`config.mk`:
```
export PLATFORM = sky130hd
export DESIGN_NAME = sip_uri_percent_codec_top
export DESIGN_NICKNAME = d
export VERILOG_FILES = /design/src/hw/rtl/sipc_pkg.sv /design/src/hw/rtl/sipc_front.sv /design/src/hw/rtl/sipc_fifo.sv /design/src/hw/rtl/sipc_back.sv /design/src/hw/rtl/sip_uri_percent_codec_top.sv
export SDC_FILE = /design/constraint.sdc
export NUM_CORES = 1
export LEC_CHECK = 0
export BUFFER_PORTS_ARGS = -buffer_cell sky130_fd_sc_hd__buf_2
export CAP_MARGIN = 20
export CORE_MARGIN = 2
export CORE_UTILIZATION = 29
export DETAILED_ROUTE_END_ITERATION = 10
export PLACE_DENSITY = 0.5
export SLEW_MARGIN = 0
export SYNTH_ARGS = -nofsm -noshare
export SYNTH_HDL_FRONTEND = slang
export SYNTH_SLANG_ARGS = --single-unit
```
`constraint.sdc`:
```
create_clock -name aclk -period 3.85 [get_ports aclk]
set_input_delay 0.5775 -clock aclk [delete_from_list [all_inputs] [get_ports aclk]]
set_output_delay 0.5775 -clock aclk [all_outputs]
set_load 0.01 [all_outputs]
```
`src/hw/rtl/sipc_pkg.sv`:
```
// ----------------------------------------------------------------------------
// sipc_pkg
// shared types, codes and character helpers for the percent codec
// ----------------------------------------------------------------------------
package sipc_pkg;

    // mode register codes
    localparam logic [1:0] MODE_ENC_USER  = 2'd0;
    localparam logic [1:0] MODE_ENC_PARAM = 2'd1;
    localparam logic [1:0] MODE_DECODE    = 2'd2;

    localparam logic [7:0] CHAR_PCT  = 8'h25;
    localparam logic [7:0] PRINT_LO  = 8'd32;
    localparam logic [7:0] PRINT_HI  = 8'd126;
    localparam logic [3:0] NIB_MASK  = 4'h0f;

    // decoder escape phase
    typedef enum logic [1:0] {
        PH_IDLE = 2'd0,
        PH_HI   = 2'd1,
        PH_LO   = 2'd2
    } phase_t;

    // what the front does with one accepted byte
    typedef enum logic [1:0] {
        ACT_NONE = 2'd0,
        ACT_PASS = 2'd1,
        ACT_ESC  = 2'd2,
        ACT_FAIL = 2'd3
    } action_t;

    // one queued job: a single result or a three-byte escape
    typedef struct packed {
        logic       esc;
        logic [7:0] data;
        logic       last;
        logic       err;
    } job_t;

    function automatic logic is_alnum(input logic [7:0] c);
        return (c >= "0" && c <= "9") || (c >= "A" && c <= "Z") ||
               (c >= "a" && c <= "z");
    endfunction

    function automatic logic is_mark(input logic [7:0] c);
        return c == "-" || c == "_" || c == "." || c == "!" || c == "~" ||
               c == "*" || c == 8'h27 || c == "(" || c == ")";
    endfunction

    function automatic logic passes(input logic [7:0] c, input logic [1:0] m);
        logic extra;
        if (m == MODE_ENC_USER) begin
            extra = c == "&" || c == "=" || c == "+" || c == "$" || c == "," ||
                    c == ";" || c == "?" || c == "/";
        end else begin
            extra = c == "[" || c == "]" || c == "/" || c == ":" || c == "&" ||
                    c == "+" || c == "$";
        end
        return is_alnum(c) || is_mark(c) || extra;
    endfunction

    // bit 4 set means not a hex digit
    function automatic logic [4:0] hex_value(input logic [7:0] c);
        logic [4:0] v;
        if (c >= "0" && c <= "9") begin
            v = {1'b0, c[3:0]};
        end else if ((c >= "a" && c <= "f") || (c >= "A" && c <= "F")) begin
            v = {1'b0, c[3:0] + 4'd9};
        end else begin
            v = 5'h10;
        end
        return v;
    endfunction

    function automatic logic [7:0] hex_char(input logic [3:0] nib);
        logic [3:0] n;
        n = nib & NIB_MASK;
        return (n < 4'd10) ? (8'h30 + {4'h0, n}) : (8'h57 + {4'h0, n});
    endfunction

endpackage

```
`src/hw/rtl/sipc_front.sv`:
```
// ----------------------------------------------------------------------------
// sipc_front
// accepts input bytes, tracks escape state and queues result jobs
// ----------------------------------------------------------------------------
module sipc_front (
    input  logic             aclk,
    input  logic             aresetn,
    input  logic             cfg_we,
    input  logic [1:0]       cfg_mode,
    input  logic             fire,
    input  logic [7:0]       in_byte,
    input  logic             in_last,
    output logic             push,
    output sipc_pkg::job_t   push_job
);
    import sipc_pkg::*;

    logic [1:0] mode_reg,        mode_next;
    phase_t     phase_reg,       phase_next;
    logic [3:0] high_nibble_reg, high_nibble_next;
    logic       discarding_reg,  discarding_next;

    action_t    act;
    logic [7:0] pass_byte;
    logic [4:0] hv;
    logic [7:0] dec_val;

    assign hv      = hex_value(in_byte);
    assign dec_val = {high_nibble_reg, hv[3:0]};

    // classification of the incoming byte
    always_comb begin
        act       = ACT_NONE;
        pass_byte = in_byte;
        if (!discarding_reg) begin
            case (mode_reg)
                MODE_ENC_USER, MODE_ENC_PARAM: begin
                    if (in_byte < PRINT_LO || in_byte > PRINT_HI) act = ACT_FAIL;
                    else if (passes(in_byte, mode_reg))          act = ACT_PASS;
                    else                                         act = ACT_ESC;
                end
                MODE_DECODE: begin
                    case (phase_reg)
                        PH_IDLE: begin
                            if (in_byte != CHAR_PCT) act = ACT_PASS;
                            else if (in_last)        act = ACT_FAIL;
                            else                     act = ACT_NONE;
                        end
                        PH_HI: begin
                            if (hv[4] || in_last) act = ACT_FAIL;
                            else                  act = ACT_NONE;
                        end
                        default: begin
                            if (hv[4] || dec_val < PRINT_LO || dec_val > PRINT_HI) begin
                                act = ACT_FAIL;
                            end else begin
                                act       = ACT_PASS;
                                pass_byte = dec_val;
                            end
                        end
                    endcase
                end
                default: act = ACT_FAIL;
            endcase
        end
    end

    // next state
    always_comb begin
        mode_next        = mode_reg;
        phase_next       = phase_reg;
        high_nibble_next = high_nibble_reg;
        discarding_next  = discarding_reg;
        if (cfg_we) begin
            mode_next        = cfg_mode;
            phase_next       = PH_IDLE;
            high_nibble_next = 4'h0;
            discarding_next  = 1'b0;
        end else if (fire) begin
            if (discarding_reg) begin
                if (in_last) discarding_next = 1'b0;
            end else if (act == ACT_FAIL) begin
                phase_next       = PH_IDLE;
                high_nibble_next = 4'h0;
                discarding_next  = !in_last;
            end else if (mode_reg == MODE_DECODE) begin
                case (phase_reg)
                    PH_IDLE: begin
                        if (act == ACT_NONE) phase_next = PH_HI;
                    end
                    PH_HI: begin
                        high_nibble_next = hv[3:0];
                        phase_next       = PH_LO;
                    end
                    default: begin
                        high_nibble_next = 4'h0;
                        phase_next       = PH_IDLE;
                    end
                endcase
            end
        end
    end

    // job output
    always_comb begin
        push          = fire && !discarding_reg && (act != ACT_NONE);
        push_job.esc  = (act == ACT_ESC);
        push_job.err  = (act == ACT_FAIL);
        push_job.data = (act == ACT_FAIL) ? 8'h00 : pass_byte;
        push_job.last = (act == ACT_FAIL) ? 1'b1 : in_last;
    end

    always_ff @(posedge aclk) begin
        if (!aresetn) begin
            mode_reg        <= MODE_ENC_USER;
            phase_reg       <= PH_IDLE;
            high_nibble_reg <= 4'h0;
            discarding_reg  <= 1'b0;
        end else begin
            mode_reg        <= mode_next;
            phase_reg       <= phase_next;
            high_nibble_reg <= high_nibble_next;
            discarding_reg  <= discarding_next;
        end
    end

endmodule

```
`src/hw/rtl/sipc_fifo.sv`:
```
// ----------------------------------------------------------------------------
// sipc_fifo
// small job queue between front and back
// ----------------------------------------------------------------------------
module sipc_fifo #(
    parameter int DEPTH = 4
) (
    input  logic           aclk,
    input  logic           aresetn,
    input  logic           push,
    input  sipc_pkg::job_t push_job,
    output logic           full,
    input  logic           pop,
    output logic           not_empty,
    output sipc_pkg::job_t pop_job
);
    import sipc_pkg::*;

    localparam int AW = (DEPTH > 1) ? $clog2(DEPTH) : 1;
    localparam int CW = $clog2(DEPTH + 1);

    job_t          mem [DEPTH];
    logic [AW-1:0] wr_ptr_reg, wr_ptr_next;
    logic [AW-1:0] rd_ptr_reg, rd_ptr_next;
    logic [CW-1:0] count_reg,  count_next;
    logic          do_push, do_pop;

    assign full      = (count_reg == CW'(DEPTH));
    assign not_empty = (count_reg != '0);
    assign do_push   = push && !full;
    assign do_pop    = pop && not_empty;
    assign pop_job   = mem[rd_ptr_reg];

    always_comb begin
        wr_ptr_next = wr_ptr_reg;
        rd_ptr_next = rd_ptr_reg;
        count_next  = count_reg;
        if (do_push) begin
            wr_ptr_next = (wr_ptr_reg == AW'(DEPTH - 1)) ? '0 : wr_ptr_reg + 1'b1;
        end
        if (do_pop) begin
            rd_ptr_next = (rd_ptr_reg == AW'(DEPTH - 1)) ? '0 : rd_ptr_reg + 1'b1;
        end
        if (do_push && !do_pop) count_next = count_reg + 1'b1;
        else if (!do_push && do_pop) count_next = count_reg - 1'b1;
    end

    always_ff @(posedge aclk) begin
        if (do_push) mem[wr_ptr_reg] <= push_job;
    end

    always_ff @(posedge aclk) begin
        if (!aresetn) begin
            wr_ptr_reg <= '0;
            rd_ptr_reg <= '0;
            count_reg  <= '0;
        end else begin
            wr_ptr_reg <= wr_ptr_next;
            rd_ptr_reg <= rd_ptr_next;
            count_reg  <= count_next;
        end
    end

endmodule

```
`src/hw/rtl/sipc_back.sv`:
```
// ----------------------------------------------------------------------------
// sipc_back
// expands queued jobs into result bytes, one per cycle while out_ready is high
// ----------------------------------------------------------------------------
module sipc_back (
    input  logic           aclk,
    input  logic           aresetn,
    input  logic           job_valid,
    input  sipc_pkg::job_t job_in,
    output logic           job_pop,
    output logic           out_valid,
    input  logic           out_ready,
    output logic [7:0]     out_byte,
    output logic           out_last,
    output logic           out_error
);
    import sipc_pkg::*;

    logic       cur_valid_reg, cur_valid_next;
    job_t       cur_job_reg,   cur_job_next;
    logic [1:0] step_reg,      step_next;
    logic       final_step, load;

    assign final_step = !cur_job_reg.esc || (step_reg == 2'd2);
    assign load       = !cur_valid_reg || (out_ready && final_step);
    assign job_pop    = load && job_valid;

    assign out_valid  = cur_valid_reg;
    assign out_error  = cur_job_reg.err;
    assign out_last   = cur_job_reg.last && final_step;

    always_comb begin
        if (!cur_job_reg.esc) begin
            out_byte = cur_job_reg.data;
        end else begin
            case (step_reg)
                2'd0:    out_byte = CHAR_PCT;
                2'd1:    out_byte = hex_char(cur_job_reg.data[7:4]);
                default: out_byte = hex_char(cur_job_reg.data[3:0]);
            endcase
        end
    end

    always_comb begin
        cur_valid_next = cur_valid_reg;
        cur_job_next   = cur_job_reg;
        step_next      = step_reg;
        if (load) begin
            cur_valid_next = job_valid;
            cur_job_next   = job_in;
            step_next      = 2'd0;
        end else if (out_ready) begin
            step_next = step_reg + 2'd1;
        end
    end

    always_ff @(posedge aclk) begin
        cur_job_reg <= cur_job_next;
    end

    always_ff @(posedge aclk) begin
        if (!aresetn) begin
            cur_valid_reg <= 1'b0;
            step_reg      <= 2'd0;
        end else begin
            cur_valid_reg <= cur_valid_next;
            step_reg      <= step_next;
        end
    end

endmodule

```
`src/hw/rtl/sip_uri_percent_codec_top.sv`:
```
// ----------------------------------------------------------------------------
// sip_uri_percent_codec_top
// streaming uri percent encoder / decoder for sip user and parameter parts
// ----------------------------------------------------------------------------
// the block takes one input byte per cycle while the job queue has room and
// gives one result byte per cycle while m_tready is high. a byte that passes
// through, a decoded escape and an error each make one result; an encoded byte
// makes three ('%' and two lowercase hex digits), which the back end sends
// while the front keeps taking input until the job queue (DEPTH jobs) is full,
// so a long run of escaped bytes is limited by the single output port. in
// decode mode the '%' and first hex digit produce nothing, so three input
// bytes give one result. the first result of a byte is offered once its job
// has passed the queue and been loaded into the output register. the user must
// write the mode register through cfg_valid/cfg_ready only while the block is
// idle; the block does not enforce this. a write also resets the escape and
// discard state. after an error the rest of the string up to and including the
// byte marked last is dropped. there is no clearing pass.
module sip_uri_percent_codec_top #(
    parameter int DEPTH = 4
) (
    input  logic       aclk,
    input  logic       aresetn,
    // configuration: mode register
    input  logic       cfg_valid,
    output logic       cfg_ready,
    input  logic [1:0] cfg_data,
    // input stream
    input  logic       s_tvalid,
    output logic       s_tready,
    input  logic [7:0] s_tdata,     // [7:0] in_byte
    input  logic       s_tlast,     // in_last
    // result stream
    output logic       m_tvalid,
    input  logic       m_tready,
    output logic [7:0] m_tdata,     // [7:0] out_byte
    output logic       m_tlast,     // out_last
    output logic [0:0] m_tuser      // [0] out_error
);
    import sipc_pkg::*;

    logic fifo_full, fifo_not_empty, fifo_pop, push, fire, cfg_we;
    job_t push_job, pop_job;

    // config is always taken, so the user must write it only while idle
    assign cfg_ready = 1'b1;
    assign cfg_we    = cfg_valid && cfg_ready;

    // input stalls only when the job queue has no room
    assign s_tready  = !fifo_full;
    assign fire      = s_tvalid && s_tready;

    // front: classify and track escape state
    sipc_front u_front (
        .aclk     (aclk),
        .aresetn  (aresetn),
        .cfg_we   (cfg_we),
        .cfg_mode (cfg_data),
        .fire     (fire),
        .in_byte  (s_tdata),
        .in_last  (s_tlast),
        .push     (push),
        .push_job (push_job)
    );

    // queue decouples the two sides
    sipc_fifo #(
        .DEPTH (DEPTH)
    ) u_fifo (
        .aclk      (aclk),
        .aresetn   (aresetn),
        .push      (push),
        .push_job  (push_job),
        .full      (fifo_full),
        .pop       (fifo_pop),
        .not_empty (fifo_not_empty),
        .pop_job   (pop_job)
    );

    // back: one result transaction per cycle while m_tready is high
    sipc_back u_back (
        .aclk      (aclk),
        .aresetn   (aresetn),
        .job_valid (fifo_not_empty),
        .job_in    (pop_job),
        .job_pop   (fifo_pop),
        .out_valid (m_tvalid),
        .out_ready (m_tready),
        .out_byte  (m_tdata),
        .out_last  (m_tlast),
        .out_error (m_tuser[0])
    );

endmodule

```
# Yosys cells after proc, flatten, opt, wreduce, memory -nomap -nowiden
# Memories as Yosys holds them, arrays and structs flattened. A register that Yosys moved wholly into a read port is not among the register bits.
# Cells that the tools add are included.
[word_totals]
word_cells = 178
n_memories = 1
regBits = 19
ram_bits = 44
output_inout_bits = 13
[classes]
bitwise_logic = 2
reduce_logical = 68
mux = 41
addsub = 10
n_eq_ne = 33
order_cmp = 14
[memory_table]
columns = ["memory", "depth", "word_bits", "rd", "rd_ports_with_merged_regs", "write_ports", "line_no", "rtl"]
rows = [
  ["u_fifo.mem", 4, 11, 1, 1, 1, "sipc_fifo.sv:22", "job_t mem [DEPTH];"],
]
[op_table]
columns = ["cell", "n"]
rows = [
  ["$eq A8 B6 Y1 const B", 16],
  ["$mux W8", 8],
  ["$eq A8 B7 Y1 const B", 4],
  ["$le A8 B7 Y1 const B", 4],
  ["$logic_or A1 B1 Y1", 32],
  ["$mux W2", 12],
  ["$add A7 B4 Y8 const A", 2],
  ["$ge A8 B7 Y1 const B", 2],
  ["$gt A8 B7 Y1 const B", 2],
  ["$lt A8 B6 Y1 const B", 2],
  ["$pmux W8 S2", 1],
  ["$logic_and A1 B1 Y1", 15],
  ["$add A6 B4 Y7 const A", 2],
  ["$eq A2 B2 Y1 const B", 6],
  ["$pmux W2 S2", 3],
  ["$mux W1", 10],
  ["$mux W5", 2],
  ["$ge A8 B6 Y1 const B", 1],
  ["$le A8 B6 Y1 const B", 1],
  ["$logic_not A2 Y1", 4],
  ["$lt A4 B4 Y1 const B", 2],
  ["$mux W4", 2],
  ["$ne A8 B6 Y1 const B", 1],
  ["$pmux W4 S2", 1],
  ["15 further kinds", 33],
]

# Logic depth before layout (Yosys ltp)
[depth]
depth_word = 24
ltp_mapped = 15

# By module
# From an unflattened synthesis, not the netlist that was laid out.
[hier_totals]
cells_unflattened = 361
area_unflattened_um2 = 4187.8
[modules_own_cells]
columns = ["module", "area_each_um2", "cells_each", "instances"]
rows = [
  ["sipc_fifo", 2063.2, 108, 1],
  ["sipc_front", 1313.8, 173, 1],
  ["sipc_back", 789.5, 76, 1],
  ["sip_uri_percent_codec_top", 21.3, 4, 1],
]

# Worst setup path before layout
# OpenSTA, ideal clock, no wires.
[synth_path]
path_kind = "input port to flip-flop"
from = "input s_tdata[1]"
to = "register u_fifo.count_reg[2]"
path_slack_ns = 0.408
arrival_time_ns = 3.367
path_stages = 15
required_ns = 3.774
setup_time_ns = 0.076
cell_sequence = "inv_1 > ha_1 > buf_2 > or4b_4 > nand3_2 > a21oi_2 > o21ai_0 > a2111oi_0 > nor2_1 > ha_1 > inv_1 > fa_1 > xor2_1 > or3_1 > a21boi_0"
[synth_between]
elab_chain_len = 23
elab_cells_between_ends = 91
cone_classes = "1 x add/sub; 12 x order compare; 21 x eq/ne; 15 x mux; 42 x reduce/logical"
[synth_rtl]
columns = ["element", "line_no", "rtl"]
rows = [
  ["start, declared", "sip_uri_percent_codec_top.sv:30", "input logic [7:0] s_tdata,"],
  ["parallel branches: the longest is 15 deep, another holds $ge A8 B7 Y1", "--", ""],
  ["$pmux W2 S2 (*)", "sipc_front.sv:36", "case (mode_reg)"],
  ["$mux W2 (*)", "sipc_front.sv:35", "if (!discarding_reg) begin"],
  ["$reduce_bool A2 Y1 (*)", "sipc_front.sv:106", "push = fire && !discarding_reg && (act != ACT_NONE);"],
  ["$logic_and A1 B1 Y1 (*)", "sipc_front.sv:106", ""],
  ["$logic_and A1 B1 Y1 (*)", "sipc_fifo.sv:30", "assign do_push = push && !full;"],
  ["net u_fifo.do_push", "sipc_fifo.sv:26", "logic do_push, do_pop;"],
  ["$logic_not A1 Y1", "sipc_fifo.sv:45", "else if (!do_push && do_pop) count_next = count_reg - 1'b1;"],
  ["$logic_and A1 B1 Y1", "sipc_fifo.sv:45", ""],
  ["$reduce_bool A2 Y1 (no line)", "--", ""],
  ["end signal, assigned", "sipc_fifo.sv:60", "count_reg <= count_next;"],
  ["end, declared", "sipc_fifo.sv:25", "logic [CW-1:0] count_reg, count_next;"],
]
# Mark *: on every way through the listed nets, which the timed path passes. The select of a mux whose other input is x is not followed.
# A chain may end at the register's enable or synchronous reset.

# Final worst setup path
[layout_path]
from = "input s_tdata[0]"
to = "register u_fifo.count_reg[2]"
# Same word-level chain as after synthesis.

==> impl_metrics.ini <==
[worst_setup_path]
timing.setup.critical_path_class = in -> reg
timing.critical_path.from_type = input port
critical_path_arrival_ns = 3.56
worstSetupEndpointType = register
cp_data_required_time_ns = 4.09
critPathMaxFanout = 8

[clock_network]
clock_sink_count = 74
ctsResizeCount = 0
ctsLongestPathBuffers = 2
clock-root-buffer = clkbuf_16
htree_levels = 3
post_cts_buffers = 0
post_cts_hold_buffers = 0
numCtsBuffers = 9
insertion_delay_ns = 0.32
clk_pin_slew_worst_paths_ns = 0.06
tritoncts = yes

[job]
max-cap-violations = 0

[power_and_ir_drop]
total_switching_power_w = 0.0008501
clock_share_of_power_pct = 28.7
peakVddDrop_v = 0.0001646
power_frac_comb_pct = 27.8
p_sw_share_pct = 30.75
power.leakage_nw = 1.584
power.share.sequential_pct = 43.5
power_report.internal_total_w = 0.001914
cellPowerDensity_nw_per_um2 = 606.3

[synthesis]
sequential_element_share_of_the_synthesized_area_pct = 51.28
yosys_register_bits = 74
synthesis.instances = 342
synthDominantAreaCellType = edfxtp_1
portion_of_synthesized_cell_area_occupied_by_the_leading_cell_type_pct = 41.68
synthFlopType = edfxtp_1
mappedNetlistArea_sq_um = 3963
syn_nets = 374
synthArstFlopShare_pct = 0
yosysWarnings = 0
mean_instance_size_in_the_synthesized_netlist_sq_um = 11.59
synth_top_cells_by_count = edfxtp_1, nor2_1, nand2_1
yosys-top-cells-area = edfxtp_1, dfxtp_1, mux4_2
synth.lib_cells_used.distinct = 66
synth_most_common_cell = edfxtp_1
synth_enable_flop_cells = 55

[final_layout]
synthToLayoutAreaGrowth_pct = 15.06
finish.net_count = 402
layout.filler_cells = 1360
diodes = 0
largest_reg_flops = 44
final_util_pct = 34.29
drive_gt1_share_pct = 18.93

[sta]
final_number_of_max_transition_violations = 0
timing_hold_violations_final = 0
period_needed_ns = 3.318
min_period_over_period_pct = 86.18
finalSetupViolations = 0
timing.fmax_mhz = 301.4
tightest_slew_ns = 0.8795
unrepaired_setup_endpoints_after_global_routing = false
finClkSkew_ns = 0.007366
fin_tns_setup_ns = 0
maxSlewHeadroom_pct = 41.29
worst_hold_slack_ns = 0.4934

[global_routing]
antenna_found_initial = 0
sum_of_overflow_across_all_layers_after_global_routing = 0
gr-usage-all-layers_pct = 11.97
grt_pass1_vias = 2688
grt_first_pass_wirelength_um = 13610
grt_start_max_net_pins = 18

[drt]
vias = 2712
drt-vias-per-instance = 4.922
antenna_violating_nets_post_route = 0
drc = 0
first_pass_iteration_count_of_the_detailed_router = 4
drt-wirelength-per-cell_um = 14.78
wl_um = 8146
dr.first_iter.drc_count = 119

[floorplan]
rows = 42
fp.dieArea_sq_um = 14610
initial_utilization_pct = 29.80
ioPinCount = 29
core_sq_um = 13300
chipWidth_um = 120.9
die-height_um = 120.9

[placed_design]
place.detailed.hpwl_um = 5887
portBuffers = 27
finalWeightedCongestion = 0.8445

[outcome]
status = finished clean

[hold_path]
holdCritPathClass = reg -> reg
cells in the final DEF, fill, tap and decap left out, types with 3 or more instances in the layout:
| cell | netlist | final |
|---|---|---|
| a21oi_1 | 11 | 11 |
| a22o_1 | 3 | 3 |
| a31oi_1 | 3 | 3 |
| and2_1 | 7 | 7 |
| buf_2 | 3 | 27 |
| buf_4 | 2 | 6 |
| clkbuf_1 | 7 | 4 |
| clkbuf_16 | 0 | 9 |
| dfxtp_1 | 19 | 19 |
| edfxtp_1 | 55 | 55 |
| ha_1 | 15 | 15 |
| inv_1 | 18 | 18 |
| mux2i_1 | 16 | 16 |
| mux4_2 | 11 | 11 |
| nand2_1 | 23 | 23 |
| nand2b_1 | 6 | 6 |
| nor2_1 | 41 | 41 |
| nor2b_1 | 10 | 10 |
| nor3_1 | 5 | 5 |
| nor4_1 | 7 | 7 |
| o211ai_1 | 3 | 3 |
| o21a_1 | 3 | 3 |
| o21ai_0 | 14 | 14 |
area by class of cell:
| type | instances | area (sq um) | share of cell area [%] |
|---|---|---|---|
| multi-input combinational | 234 | 1777 | 38.97 |
| timing repair buffer | 33 | 180.2 | 3.952 |
| clock buffer | 13 | 240.2 | 5.269 |
| inverter | 18 | 67.56 | 1.482 |
| sequential | 74 | 2032 | 44.57 |
| clock inverter | 3 | 42.54 | 0.9330 |
| tap | 176 | 220.2 | 4.830 |
through the flow:
stage	worst slack (ns)	std cells	cell area [sq um]	total power [W]
2_1_floorplan	0.4078	342	3963	0.001753
3_3_place_gp	0.4114	535	4277	0.001979
3_5_place_dp	0.2186	535	4277	0.001998
4_1_cts	0.5483	551	4559	0.002797
5_1_grt	0.2801	551	4559	0.002953
6_report	0.5323	551	4559	0.002765
worst max-delay path: stages:
cell and delay [ns]:
buf_2 0.14, inv_1 0.12, ha_1 0.20, nand2_1 0.06
a311o_1 0.39, a21oi_2 0.15, o21ai_0 0.09, a2111oi_0 0.61
nor2_1 0.15, ha_1 0.26, inv_1 0.07, fa_1 0.17
xor2_1 0.08, or3_1 0.30, a21boi_0 0.18
kinds of logic (layout without fill, tap and decap cells):
group                      after synthesis  after routing  synth area share, %
buffers and inverters                   34             67                3.884
other                                    1              1              0.09464
muxes                                   28             28                10.58
xor gates and xnor gates                 3              3               0.6632
AOI/OAI and AO/OA                       67             67                12.44
DFF                                     74             74                51.28
adders and majority gates               16             16                5.242
and+or+nand+nor                        119            119                15.82
routing by layer:
layer | global-route usage (%) | wire, um | vias up
met4 | 4.215 | 92 | 0
met3 | 2.679 | 345 | 8
li1 | - | - | 1329
met2 | 19.84 | 3968 | 69
met1 | 15.34 | 3739 | 1306
met5 | 0 | 0 | -
worst paths after layout:
| kind | startpoint | cells past startpoint | slack, ns | endpoint |
|---|---|---|---|---|
| setup / recovery | s_tdata[0] | 15 | 0.53 | u_fifo.count_reg[2]$_SDFFE_PN0P_ |
| hold reg to reg | u_fifo.wr_ptr_reg[1]$_SDFFE_PN0P_ | 2 | 0.49 | u_fifo.wr_ptr_reg[1]$_SDFFE_PN0P_ |
| setup reg to reg | u_back.step_reg[0]$_SDFFE_PP0P_ | 13 | 1.19 | u_fifo.count_reg[2]$_SDFFE_PN0P_ |
| hold / removal | u_fifo.wr_ptr_reg[1]$_SDFFE_PN0P_ | 2 | 0.49 | u_fifo.wr_ptr_reg[1]$_SDFFE_PN0P_ |
power groups by stage:
stage          Combinational (W)  Sequential, W  Clock (W)
6_report                0.000768        0.00120   0.000793
5_1_grt                 0.000873        0.00123   0.000846
4_1_cts                 0.000778        0.00121   0.000812
3_5_place_dp            0.000775        0.00122          0
3_3_place_gp            0.000760        0.00122          0
2_1_floorplan           0.000617        0.00114          0
(Power assumes the default switching activity.)
